## src/rtl/core/lps_pkg.sv

```systemverilog
// Shared types, codes and sizes for the lottery process scheduler.
`timescale 1ns / 1ps
package lps_pkg;

    localparam int NUM_SLOTS_DEF = 64;
    localparam int NUM_QUEUES    = 16;
    localparam int CFG_IDX_W     = 2;
    localparam int CFG_DATA_W    = 16;
    localparam int DIVIDEND_W    = 32;

    localparam logic [CFG_IDX_W-1:0] CFG_TOP_QUEUE    = 2'd0;
    localparam logic [CFG_IDX_W-1:0] CFG_BOTTOM_QUEUE = 2'd1;
    localparam logic [CFG_IDX_W-1:0] CFG_USER_QUANTUM = 2'd2;
    localparam logic [CFG_IDX_W-1:0] CFG_DEF_TICKETS  = 2'd3;

    localparam logic [2:0] ACT_START_SYS = 3'd0;
    localparam logic [2:0] ACT_START_USR = 3'd1;
    localparam logic [2:0] ACT_STOP      = 3'd2;
    localparam logic [2:0] ACT_OOQ       = 3'd3;
    localparam logic [2:0] ACT_TICKETS   = 3'd4;

    localparam logic [2:0] ST_OK         = 3'd0;
    localparam logic [2:0] ST_NOT_IN_USE = 3'd1;
    localparam logic [2:0] ST_BAD_PRIO   = 3'd2;
    localparam logic [2:0] ST_BUSY       = 3'd3;
    localparam logic [2:0] ST_NO_TICKETS = 3'd4;

    typedef struct packed {
        logic [3:0]  prio;
        logic [15:0] slice;
        logic [15:0] tickets;
    } slot_rec_t;

    typedef enum logic [3:0] {
        S_IDLE,
        S_DECODE,
        S_PARENT,
        S_SLOT,
        S_SUM_RD,
        S_SUM_ACC,
        S_DIV_GO,
        S_DIV_WAIT,
        S_PICK_RD,
        S_PICK_CHK,
        S_RESULT
    } state_t;

endpackage

```

## src/rtl/core/lps_ram.sv

```systemverilog
// Generic single-write, single-read RAM with registered read data.
`timescale 1ns / 1ps
module lps_ram #(
    parameter int WIDTH = 8,
    parameter int DEPTH = 64
) (
    input  logic                     clk,
    input  logic                     we,
    input  logic [$clog2(DEPTH)-1:0] waddr,
    input  logic [WIDTH-1:0]         wdata,
    input  logic [$clog2(DEPTH)-1:0] raddr,
    output logic [WIDTH-1:0]         rdata
);

    logic [WIDTH-1:0] mem [DEPTH];

    // Write port and registered read port
    always_ff @(posedge clk)
    begin
        if (we)
        begin
            mem[waddr] <= wdata;
        end
        rdata <= mem[raddr];
    end

endmodule

```

## src/rtl/core/lps_mod.sv

```systemverilog
// Restoring remainder unit: one dividend bit per cycle.
`timescale 1ns / 1ps
module lps_mod #(
    parameter int DIV_W = 22
) (
    input  logic                          clk,
    input  logic                          rst_n,
    input  logic                          start,
    input  logic [lps_pkg::DIVIDEND_W-1:0] dividend,
    input  logic [DIV_W-1:0]              divisor,
    output logic                          done,
    output logic [DIV_W-1:0]              remainder
);

    localparam int CNT_W = $clog2(lps_pkg::DIVIDEND_W);

    logic                           busy_reg, busy_next;
    logic                           done_reg, done_next;
    logic [CNT_W-1:0]               cnt_reg, cnt_next;
    logic [DIV_W-1:0]               rem_reg, rem_next;
    logic [lps_pkg::DIVIDEND_W-1:0] dvd_reg, dvd_next;
    logic [DIV_W-1:0]               dsr_reg, dsr_next;
    logic [DIV_W:0]                 trial;

    // Shift in one dividend bit and subtract when it fits
    always_comb
    begin
        busy_next = busy_reg;
        done_next = 1'b0;
        cnt_next  = cnt_reg;
        rem_next  = rem_reg;
        dvd_next  = dvd_reg;
        dsr_next  = dsr_reg;
        trial     = {rem_reg, dvd_reg[lps_pkg::DIVIDEND_W-1]};
        if (start)
        begin
            busy_next = 1'b1;
            cnt_next  = CNT_W'(lps_pkg::DIVIDEND_W - 1);
            rem_next  = '0;
            dvd_next  = dividend;
            dsr_next  = divisor;
        end
        else if (busy_reg)
        begin
            if (trial >= {1'b0, dsr_reg})
            begin
                rem_next = DIV_W'(trial - {1'b0, dsr_reg});
            end
            else
            begin
                rem_next = trial[DIV_W-1:0];
            end
            dvd_next = {dvd_reg[lps_pkg::DIVIDEND_W-2:0], 1'b0};
            cnt_next = cnt_reg - 1'b1;
            if (cnt_reg == '0)
            begin
                busy_next = 1'b0;
                done_next = 1'b1;
            end
        end
    end

    always_ff @(posedge clk or negedge rst_n)
    begin
        if (!rst_n)
        begin
            busy_reg <= 1'b0;
            done_reg <= 1'b0;
            cnt_reg  <= '0;
        end
        else
        begin
            busy_reg <= busy_next;
            done_reg <= done_next;
            cnt_reg  <= cnt_next;
        end
    end

    always_ff @(posedge clk)
    begin
        rem_reg <= rem_next;
        dvd_reg <= dvd_next;
        dsr_reg <= dsr_next;
    end

    assign done      = done_reg;
    assign remainder = rem_reg;

endmodule

```

## src/rtl/core/lottery_process_scheduler.sv

```systemverilog
// Top level: process table, request sequencer and lottery walk.
//
// Channel  Dir  Handshake              Beat
// in       in   in_valid / in_stall    action, slot, parent_slot, level_or_delta,
//                                      quantum, random_value
// out      out  out_valid / out_stall  status, sched_valid, sched_slot,
//                                      sched_priority, sched_time_slice
// cfg      in   cfg_we                 cfg_index, cfg_data
//
// One beat at a time; each request ends with an output beat.
// A lottery makes two walks over the table RAM and runs a 32-step remainder
// unit between them.
// Reset clears the in-use and system bits at once; the table RAM needs no clear.
// in_stall is high from acceptance until the result beat is taken.
`timescale 1ns / 1ps
module lottery_process_scheduler #(
    parameter int NUM_SLOTS = lps_pkg::NUM_SLOTS_DEF
) (
    input  logic                            clk,
    input  logic                            rst_n,
    input  logic                            in_valid,
    output logic                            in_stall,
    input  logic [2:0]                      action,
    input  logic [5:0]                      slot,
    input  logic [5:0]                      parent_slot,
    input  logic signed [8:0]               level_or_delta,
    input  logic [15:0]                     quantum,
    input  logic [31:0]                     random_value,
    output logic                            out_valid,
    input  logic                            out_stall,
    output logic [2:0]                      status,
    output logic                            sched_valid,
    output logic [5:0]                      sched_slot,
    output logic [3:0]                      sched_priority,
    output logic [15:0]                     sched_time_slice,
    input  logic                            cfg_we,
    input  logic [lps_pkg::CFG_IDX_W-1:0]   cfg_index,
    input  logic [lps_pkg::CFG_DATA_W-1:0]  cfg_data
);

    localparam int IDX_W = $clog2(NUM_SLOTS);
    localparam int TOT_W = 16 + IDX_W;
    localparam int REC_W = $bits(lps_pkg::slot_rec_t);

    lps_pkg::state_t state_reg, state_next;

    logic [3:0]  top_q_reg, bot_q_reg;
    logic [15:0] uq_reg, def_tix_reg;

    logic [NUM_SLOTS-1:0] in_use_reg, in_use_next;
    logic [NUM_SLOTS-1:0] sys_reg, sys_next;

    logic [2:0]        act_reg;
    logic [5:0]        slot_reg, par_reg;
    logic signed [8:0] lvl_reg;
    logic [15:0]       qnt_reg;
    logic [31:0]       rand_reg;

    logic [IDX_W-1:0] idx_reg, idx_next;
    logic [TOT_W-1:0] total_reg, total_next;
    logic [TOT_W-1:0] draw_reg, draw_next;

    logic        ov_reg, ov_next;
    logic [2:0]  st_reg, st_next;
    logic        sv_reg, sv_next;
    logic [5:0]  ss_reg, ss_next;
    logic [3:0]  sp_reg, sp_next;
    logic [15:0] sl_reg, sl_next;

    logic                 ram_we;
    logic [IDX_W-1:0]     ram_waddr, ram_raddr;
    lps_pkg::slot_rec_t   ram_wrec, rd_rec;
    logic [REC_W-1:0]     rd_data;

    logic             div_start, div_done;
    logic [TOT_W-1:0] div_rem;

    logic [IDX_W-1:0]   s_idx, p_idx;
    logic               s_ok, p_ok, last_idx, pool_hit;
    logic signed [17:0] tix_sum;
    logic [15:0]        tix_sat;

    assign s_idx    = IDX_W'(slot_reg);
    assign p_idx    = IDX_W'(par_reg);
    assign s_ok     = 32'(slot_reg) < 32'(NUM_SLOTS);
    assign p_ok     = 32'(par_reg) < 32'(NUM_SLOTS);
    assign last_idx = idx_reg == IDX_W'(NUM_SLOTS - 1);
    assign rd_rec   = lps_pkg::slot_rec_t'(rd_data);
    assign pool_hit = in_use_reg[idx_reg] && !sys_reg[idx_reg] && rd_rec.prio == bot_q_reg;
    assign tix_sum  = $signed({2'b00, rd_rec.tickets}) + 18'(lvl_reg);
    assign tix_sat  = tix_sum[17] ? 16'd0 : (tix_sum[16] ? 16'hFFFF : tix_sum[15:0]);

    lps_ram #(
        .WIDTH (REC_W),
        .DEPTH (NUM_SLOTS)
    ) u_table (
        .clk   (clk),
        .we    (ram_we),
        .waddr (ram_waddr),
        .wdata (ram_wrec),
        .raddr (ram_raddr),
        .rdata (rd_data)
    );

    lps_mod #(
        .DIV_W (TOT_W)
    ) u_mod (
        .clk       (clk),
        .rst_n     (rst_n),
        .start     (div_start),
        .dividend  (rand_reg),
        .divisor   (total_reg),
        .done      (div_done),
        .remainder (div_rem)
    );

    // Sequence one request and build its result
    always_comb
    begin
        state_next  = state_reg;
        in_use_next = in_use_reg;
        sys_next    = sys_reg;
        idx_next    = idx_reg;
        total_next  = total_reg;
        draw_next   = draw_reg;
        ov_next     = ov_reg;
        st_next     = st_reg;
        sv_next     = sv_reg;
        ss_next     = ss_reg;
        sp_next     = sp_reg;
        sl_next     = sl_reg;
        ram_we      = 1'b0;
        ram_waddr   = s_idx;
        ram_wrec    = rd_rec;
        ram_raddr   = s_idx;
        div_start   = 1'b0;

        unique case (state_reg)
            lps_pkg::S_IDLE:
            begin
                if (in_valid)
                begin
                    state_next = lps_pkg::S_DECODE;
                end
            end

            lps_pkg::S_DECODE:
            begin
                state_next = lps_pkg::S_RESULT;
                st_next    = lps_pkg::ST_OK;
                sv_next    = 1'b0;
                ss_next    = '0;
                sp_next    = '0;
                sl_next    = '0;
                if (act_reg > lps_pkg::ACT_TICKETS)
                begin
                    st_next = lps_pkg::ST_OK;
                end
                else if (!s_ok)
                begin
                    st_next = lps_pkg::ST_NOT_IN_USE;
                end
                else if (act_reg == lps_pkg::ACT_START_SYS
                         || act_reg == lps_pkg::ACT_START_USR)
                begin
                    if (in_use_reg[s_idx])
                    begin
                        st_next = lps_pkg::ST_BUSY;
                    end
                    else if (lvl_reg[8] || lvl_reg[7:0] >= 8'(lps_pkg::NUM_QUEUES))
                    begin
                        st_next = lps_pkg::ST_BAD_PRIO;
                    end
                    else if (act_reg == lps_pkg::ACT_START_SYS)
                    begin
                        ram_we              = 1'b1;
                        ram_wrec.prio       = lvl_reg[3:0];
                        ram_wrec.slice      = qnt_reg;
                        ram_wrec.tickets    = '0;
                        in_use_next[s_idx]  = 1'b1;
                        sys_next[s_idx]     = 1'b1;
                        sv_next             = 1'b1;
                        ss_next             = slot_reg;
                        sp_next             = lvl_reg[3:0];
                        sl_next             = qnt_reg;
                    end
                    else if (!p_ok || !in_use_reg[p_idx])
                    begin
                        st_next = lps_pkg::ST_NOT_IN_USE;
                    end
                    else
                    begin
                        ram_raddr  = p_idx;
                        state_next = lps_pkg::S_PARENT;
                    end
                end
                else if (!in_use_reg[s_idx])
                begin
                    st_next = lps_pkg::ST_NOT_IN_USE;
                end
                else if (act_reg == lps_pkg::ACT_STOP)
                begin
                    in_use_next[s_idx] = 1'b0;
                end
                else
                begin
                    state_next = lps_pkg::S_SLOT;
                end
            end

            lps_pkg::S_PARENT:
            begin
                ram_we             = 1'b1;
                ram_wrec.prio      = bot_q_reg;
                ram_wrec.slice     = rd_rec.slice;
                ram_wrec.tickets   = def_tix_reg;
                in_use_next[s_idx] = 1'b1;
                sys_next[s_idx]    = 1'b0;
                sv_next            = 1'b1;
                ss_next            = slot_reg;
                sp_next            = bot_q_reg;
                sl_next            = rd_rec.slice;
                state_next         = lps_pkg::S_RESULT;
            end

            lps_pkg::S_SLOT:
            begin
                state_next = lps_pkg::S_RESULT;
                sv_next    = 1'b1;
                ss_next    = slot_reg;
                sp_next    = rd_rec.prio;
                sl_next    = rd_rec.slice;
                if (act_reg == lps_pkg::ACT_TICKETS)
                begin
                    ram_we           = 1'b1;
                    ram_wrec.tickets = tix_sat;
                end
                else if (sys_reg[s_idx])
                begin
                    sv_next = 1'b1;
                end
                else if (rd_rec.prio == top_q_reg)
                begin
                    ram_we         = 1'b1;
                    ram_wrec.prio  = bot_q_reg;
                    ram_wrec.slice = '0;
                    sp_next        = bot_q_reg;
                    sl_next        = '0;
                end
                else if (rd_rec.prio == bot_q_reg)
                begin
                    sv_next = 1'b0;
                    ss_next = '0;
                    sp_next = '0;
                    sl_next = '0;
                    if (top_q_reg > bot_q_reg)
                    begin
                        st_next = lps_pkg::ST_NO_TICKETS;
                    end
                    else
                    begin
                        idx_next   = '0;
                        total_next = '0;
                        state_next = lps_pkg::S_SUM_RD;
                    end
                end
                else
                begin
                    sv_next = 1'b0;
                    ss_next = '0;
                    sp_next = '0;
                    sl_next = '0;
                end
            end

            lps_pkg::S_SUM_RD:
            begin
                ram_raddr  = idx_reg;
                state_next = lps_pkg::S_SUM_ACC;
            end

            lps_pkg::S_SUM_ACC:
            begin
                if (pool_hit)
                begin
                    total_next = total_reg + TOT_W'(rd_rec.tickets);
                end
                idx_next   = idx_reg + 1'b1;
                state_next = last_idx ? lps_pkg::S_DIV_GO : lps_pkg::S_SUM_RD;
            end

            lps_pkg::S_DIV_GO:
            begin
                if (total_reg == '0)
                begin
                    st_next    = lps_pkg::ST_NO_TICKETS;
                    state_next = lps_pkg::S_RESULT;
                end
                else
                begin
                    div_start  = 1'b1;
                    state_next = lps_pkg::S_DIV_WAIT;
                end
            end

            lps_pkg::S_DIV_WAIT:
            begin
                if (div_done)
                begin
                    draw_next  = div_rem;
                    idx_next   = '0;
                    state_next = lps_pkg::S_PICK_RD;
                end
            end

            lps_pkg::S_PICK_RD:
            begin
                ram_raddr  = idx_reg;
                state_next = lps_pkg::S_PICK_CHK;
            end

            lps_pkg::S_PICK_CHK:
            begin
                idx_next   = idx_reg + 1'b1;
                state_next = last_idx ? lps_pkg::S_RESULT : lps_pkg::S_PICK_RD;
                if (last_idx)
                begin
                    st_next = lps_pkg::ST_NO_TICKETS;
                end
                if (pool_hit && rd_rec.tickets != '0)
                begin
                    if (TOT_W'(rd_rec.tickets) <= draw_reg)
                    begin
                        draw_next = draw_reg - TOT_W'(rd_rec.tickets);
                    end
                    else
                    begin
                        // Winner: raise to the top queue
                        ram_we         = 1'b1;
                        ram_waddr      = idx_reg;
                        ram_wrec.prio  = top_q_reg;
                        ram_wrec.slice = uq_reg;
                        st_next        = lps_pkg::ST_OK;
                        sv_next        = 1'b1;
                        ss_next        = 6'(idx_reg);
                        sp_next        = top_q_reg;
                        sl_next        = uq_reg;
                        state_next     = lps_pkg::S_RESULT;
                    end
                end
            end

            lps_pkg::S_RESULT:
            begin
                ov_next = 1'b1;
                if (ov_reg && !out_stall)
                begin
                    ov_next    = 1'b0;
                    state_next = lps_pkg::S_IDLE;
                end
            end

            default:
            begin
                state_next = lps_pkg::S_IDLE;
            end
        endcase
    end

    // Control state
    always_ff @(posedge clk or negedge rst_n)
    begin
        if (!rst_n)
        begin
            state_reg   <= lps_pkg::S_IDLE;
            in_use_reg  <= '0;
            sys_reg     <= '0;
            ov_reg      <= 1'b0;
            top_q_reg   <= 4'd0;
            bot_q_reg   <= 4'd14;
            uq_reg      <= 16'd200;
            def_tix_reg <= 16'd20;
        end
        else
        begin
            state_reg  <= state_next;
            in_use_reg <= in_use_next;
            sys_reg    <= sys_next;
            ov_reg     <= ov_next;
            if (cfg_we)
            begin
                unique case (cfg_index)
                    lps_pkg::CFG_TOP_QUEUE:    top_q_reg   <= cfg_data[3:0];
                    lps_pkg::CFG_BOTTOM_QUEUE: bot_q_reg   <= cfg_data[3:0];
                    lps_pkg::CFG_USER_QUANTUM: uq_reg      <= cfg_data;
                    lps_pkg::CFG_DEF_TICKETS:  def_tix_reg <= cfg_data;
                    default:                   top_q_reg   <= top_q_reg;
                endcase
            end
        end
    end

    // Payload: capture the request beat, hold walk and result values
    always_ff @(posedge clk)
    begin
        if (state_reg == lps_pkg::S_IDLE && in_valid)
        begin
            act_reg  <= action;
            slot_reg <= slot;
            par_reg  <= parent_slot;
            lvl_reg  <= level_or_delta;
            qnt_reg  <= quantum;
            rand_reg <= random_value;
        end
        idx_reg   <= idx_next;
        total_reg <= total_next;
        draw_reg  <= draw_next;
        st_reg    <= st_next;
        sv_reg    <= sv_next;
        ss_reg    <= ss_next;
        sp_reg    <= sp_next;
        sl_reg    <= sl_next;
    end

    assign in_stall         = state_reg != lps_pkg::S_IDLE;
    assign out_valid        = ov_reg;
    assign status           = st_reg;
    assign sched_valid      = sv_reg;
    assign sched_slot       = ss_reg;
    assign sched_priority   = sp_reg;
    assign sched_time_slice = sl_reg;

endmodule
```

## config.mk

```make
export PLATFORM = sky130hd
export DESIGN_NAME = lottery_process_scheduler
export DESIGN_NICKNAME = d
export VERILOG_FILES = /design/src/rtl/core/lps_pkg.sv /design/src/rtl/core/lps_ram.sv /design/src/rtl/core/lps_mod.sv /design/src/rtl/core/lottery_process_scheduler.sv
export SDC_FILE = /design/constraint.sdc
export NUM_CORES = 2
export LEC_CHECK = 0
export BUFFER_PORTS_ARGS = -buffer_cell sky130_fd_sc_hd__buf_2
export CORE_MARGIN = 10
export CORE_UTILIZATION = 38
export CTS_CLUSTER_SIZE = 16
export DETAILED_ROUTE_END_ITERATION = 16
export GPL_TIMING_DRIVEN = 0
export PLACE_DENSITY = 0.5
export SLEW_MARGIN = 25
export SYNTH_ARGS = -nofsm -noshare
export SYNTH_HDL_FRONTEND = slang
export SYNTH_SLANG_ARGS = --single-unit
```

## constraint.sdc

```tcl
create_clock -name clk -period 14.55 [get_ports clk]
set_input_delay 0.7275 -clock clk [delete_from_list [all_inputs] [get_ports clk]]
set_output_delay 0.7275 -clock clk [all_outputs]
set_load 0.01 [all_outputs]
```

==> metrics.txt <==
fraction of synthesized cell area taken by the top area cell type 66.4%; Site Rows 200; distinct cell type count of the synthesized netlist 89; relative contribution of combinational cells to total power 42.0%; Synth area leaders sky130_fd_sc_hd__edfxtp_1 66%, sky130_fd_sc_hd__nand2_1 5.3%, sky130_fd_sc_hd__mux2i_1 5.0%; power per cell area 239 nW/um^2; switching share of total power 40.9%; CTS sink cnt 2,748; Relative slew margins 13.5%; share of power burned in registers 34.6%; setup-violating endpoint count in the final report 0; mean routed wirelength per cell 31.0 um; Initial Util 38.2%; CTS H-tree lvls 5; number of flops mapped to enable cells by yosys 2,510; Top FF cell, synth sky130_fd_sc_hd__edfxtp_1; reported net switching power 0.0134 W; flip-flop count of the largest register, all copies and words added 2,304; Nets 9,170; number of gates given a new drive strength after cts 0; CP Data Required Time 15.13 ns; Setup Crit Path Kind reg -> reg; largest net degree at the start of global routing 84; clock tree from TritonCTS done; DPL Wire Length 299,000 um; DRC errors left 0; Ys Warns 0; Power Total 0.0326 W; number of maximum-capacitance violations 0; post-synthesis area per instance 13.8 um^2; max-slew violation count 0; Post-Synthesis Net Count 8,411; nature of the critical path startpoint flip-flop; start point of the critical path idx_reg[0]$_SDFFCE_PN0P_; Final Hold Fails 0; Core Region 297,000 um^2; Hold Startpoint random_value[15]; global-route wire length before repair 569,000 um; leading cell types in the layout, fill and taps excluded 2,510 x sky130_fd_sc_hd__edfxtp_1, 1,607 x sky130_fd_sc_hd__nand2_1, 562 x sky130_fd_sc_hd__mux2i_1; cell at the root of the clock tree sky130_fd_sc_hd__clkbuf_16; VDD IR-drop max 184 uV; Hold Path Class in -> reg; worst skew pair latency 0.92 ns; Fmax 127 MHz; post-detailed-routing wire length 409,000 um; Via-to-Cell Ratio 5.74; Synth async-reset ratio 6.55%; width of the die 566 um; arrival time of the worst setup path 8.44 ns; final antenna-violating net count 0; clock network fraction of total power 23.4%; worst slack at placement 6.92 ns; kind of end point of the critical path flip-flop; Critical R2R Launch idx_reg[0]$_SDFFCE_PN0P_; total leakage power 47.9 nW; maximum clock insertion buffer count 4; worst-case setup margin in the final layout 6.69 ns; count of port buffers added during placement 126; global-route usage over all layers 24.5%; area of the die 321,000 um^2; fraction of layout instances using a drive strength above 1 13.2%; register area share after synthesis 71.4%; post-layout min period 7.86 ns; most flop-heavy register u_table.mem; GP Congestion 0.952; series of cell instances along the critical path clkbuf_1, clkbuf_1, clkbuf_1, nand2_1, o32ai_1, mux4_2, mux2i_1, mux2_2, a211o_1, nor2_1, nand4_1, clkbuf_1, o21ai_0, nand3_1, nor2_4, buf_16, buf_12; # IOs 127; vias after detailed routing 75,700; Netlist Area Pre-Place 113,000 um^2; worst slew pin tran 1.30 ns; portion of the clock cycle consumed by the worst path in the final layout 54.0%; critical path's slowest cell sky130_fd_sc_hd__nor2_4; Overflow after GRT 0; initial detailed-routing violation count 9,934; leading cell type in the layout, fill and taps excluded sky130_fd_sc_hd__edfxtp_1; peak per-stage delay on the critical path 0.76 ns; number of buffers inserted during clock tree synthesis 307; setup repair after global routing missed its margin no; antenna violations before repair 30; flip-flop and latch count after synthesis 2,748; largest registers ranked by flip-flop count u_table.mem (2304), u_table.rdata (36); Internal Dissipation 0.0193 W; vias in the first global route 73,000; clock slew at the register clock pins of the worst setup and hold paths 0.06 ns; post-route clock skew 0.0451 ns; status completed; Syn-to-layout area delta 20.4%; Crit path top cell by count sky130_fd_sc_hd__clkbuf_1; crit path max fanout 20; cell count after synthesis 8,234; cell taking the most area after synthesis sky130_fd_sc_hd__edfxtp_1; number of iterations in the first detailed-routing pass 7; Die Span Y 566 um
power by group through the flow:
stage | combinational [W] | sequential (W) | clock [W]
5_1_grt | 0.0142 | 0.0113 | 0.00809
6_report | 0.0137 | 0.0113 | 0.00764
3_5_place_dp | 0.0134 | 0.0114 | 0
4_1_cts | 0.0135 | 0.0113 | 0.00775
3_3_place_gp | 0.0114 | 0.0122 | 0
2_1_floorplan | 0.00579 | 0.0115 | 0
repair_timing:
item,CTS,global route
setup buffers,0,0
endpoints found under the hold margin,125,0
hold buffers,70,0
metrics by stage:
stage               instances  cell area [um^2]  TNS, ns  hold WS, ns  util (%)
global placement        12300            119000   -18.12        0.488      40.1
finish                  13200            137000        0       0.0581      46.0
floorplan                8234            113000        0        0.432         -
detailed placement      12600            126000        0        0.481      42.5
CTS                     13200            137000        0     0.000680      46.0
global route            13200            137000        0       0.0204      46.0
path summary, 6_finish.rpt:
| path | cells past startpoint | end | slack, ns |
|---|---|---|---|
| worst max-delay path | 17 | u_table.mem[54][14]$_DFFE_PP_ | 6.69 |
| worst min-delay path | 1 | rand_reg[15]$_DFFE_PP_ | 0.06 |
| worst max register to register | 17 | u_table.mem[54][14]$_DFFE_PP_ | 6.69 |
| worst min register to register | 0 | u_mod.dsr_reg[14]$_DFFE_PP_ | 0.49 |
| max in group asynchronous | 3 | uq_reg[7]$_DFFE_PN1P_ | 13.49 |
| min in group asynchronous | 2 | asynchronous set/reset pin | 0.27 |
area by class of cell:
class                      instances  area [um^2]
clock buffer                     396         8220
fill                           26200       160000
inverter                         144          548
multi-input combinational       4856        30700
tap                             3939         4930
clock inverter                   156         1530
antenna                           12         30.0
buffer                           486         2200
sequential                      2748        81000
timing repair buffer             450         7350
synthesized netlist by cell type (142+ instances only):
library cell / n
sky130_fd_sc_hd__o21ai_0: 157
sky130_fd_sc_hd__dfrtp_1: 172
sky130_fd_sc_hd__edfxtp_1: 2510
sky130_fd_sc_hd__inv_1: 142
sky130_fd_sc_hd__a31oi_1: 190
sky130_fd_sc_hd__a21oi_1: 350
sky130_fd_sc_hd__clkbuf_1: 292
sky130_fd_sc_hd__nor2_1: 279
sky130_fd_sc_hd__nand3_1: 473
sky130_fd_sc_hd__mux2i_1: 563
sky130_fd_sc_hd__nand2_1: 1607
sky130_fd_sc_hd__a32oi_1: 197
per-layer routing:
layer / vias up / global-route usage [%] / wire length (um)
met4: 6 / 10.6 / 21400
li1: 32900 / - / -
met2: 3643 / 37.5 / 181000
met5: - / 0 / 44
met1: 38400 / 33.9 / 171000
met3: 777 / 5.04 / 35900
kinds of logic (layout without fill, tap and decap cells):
family | after synthesis | count (layout) | synth area share [%]
buffers and inverters | 630 | 1632 | 2.41
XOR/XNOR | 69 | 69 | 0.533
adder cells (fa/ha/maj) | 82 | 82 | 0.931
multiplexers | 664 | 664 | 6.30
AND/OR/NAND/NOR | 2671 | 2671 | 10.1
flip-flops | 2748 | 2748 | 71.4
AO/OA/AOI/OAI | 1370 | 1370 | 8.34
other | 0 | 12 | 0
critical path: cells and delay by family (launching register included):
family | cells | cell delay (ns)
buf+inv | 6 | 2.60
simple gates | 5 | 2.56
compound gates | 3 | 1.18
mux | 3 | 0.71
flops | 1 | 0.39
Note: power is estimated with default switching activity, not from simulation.
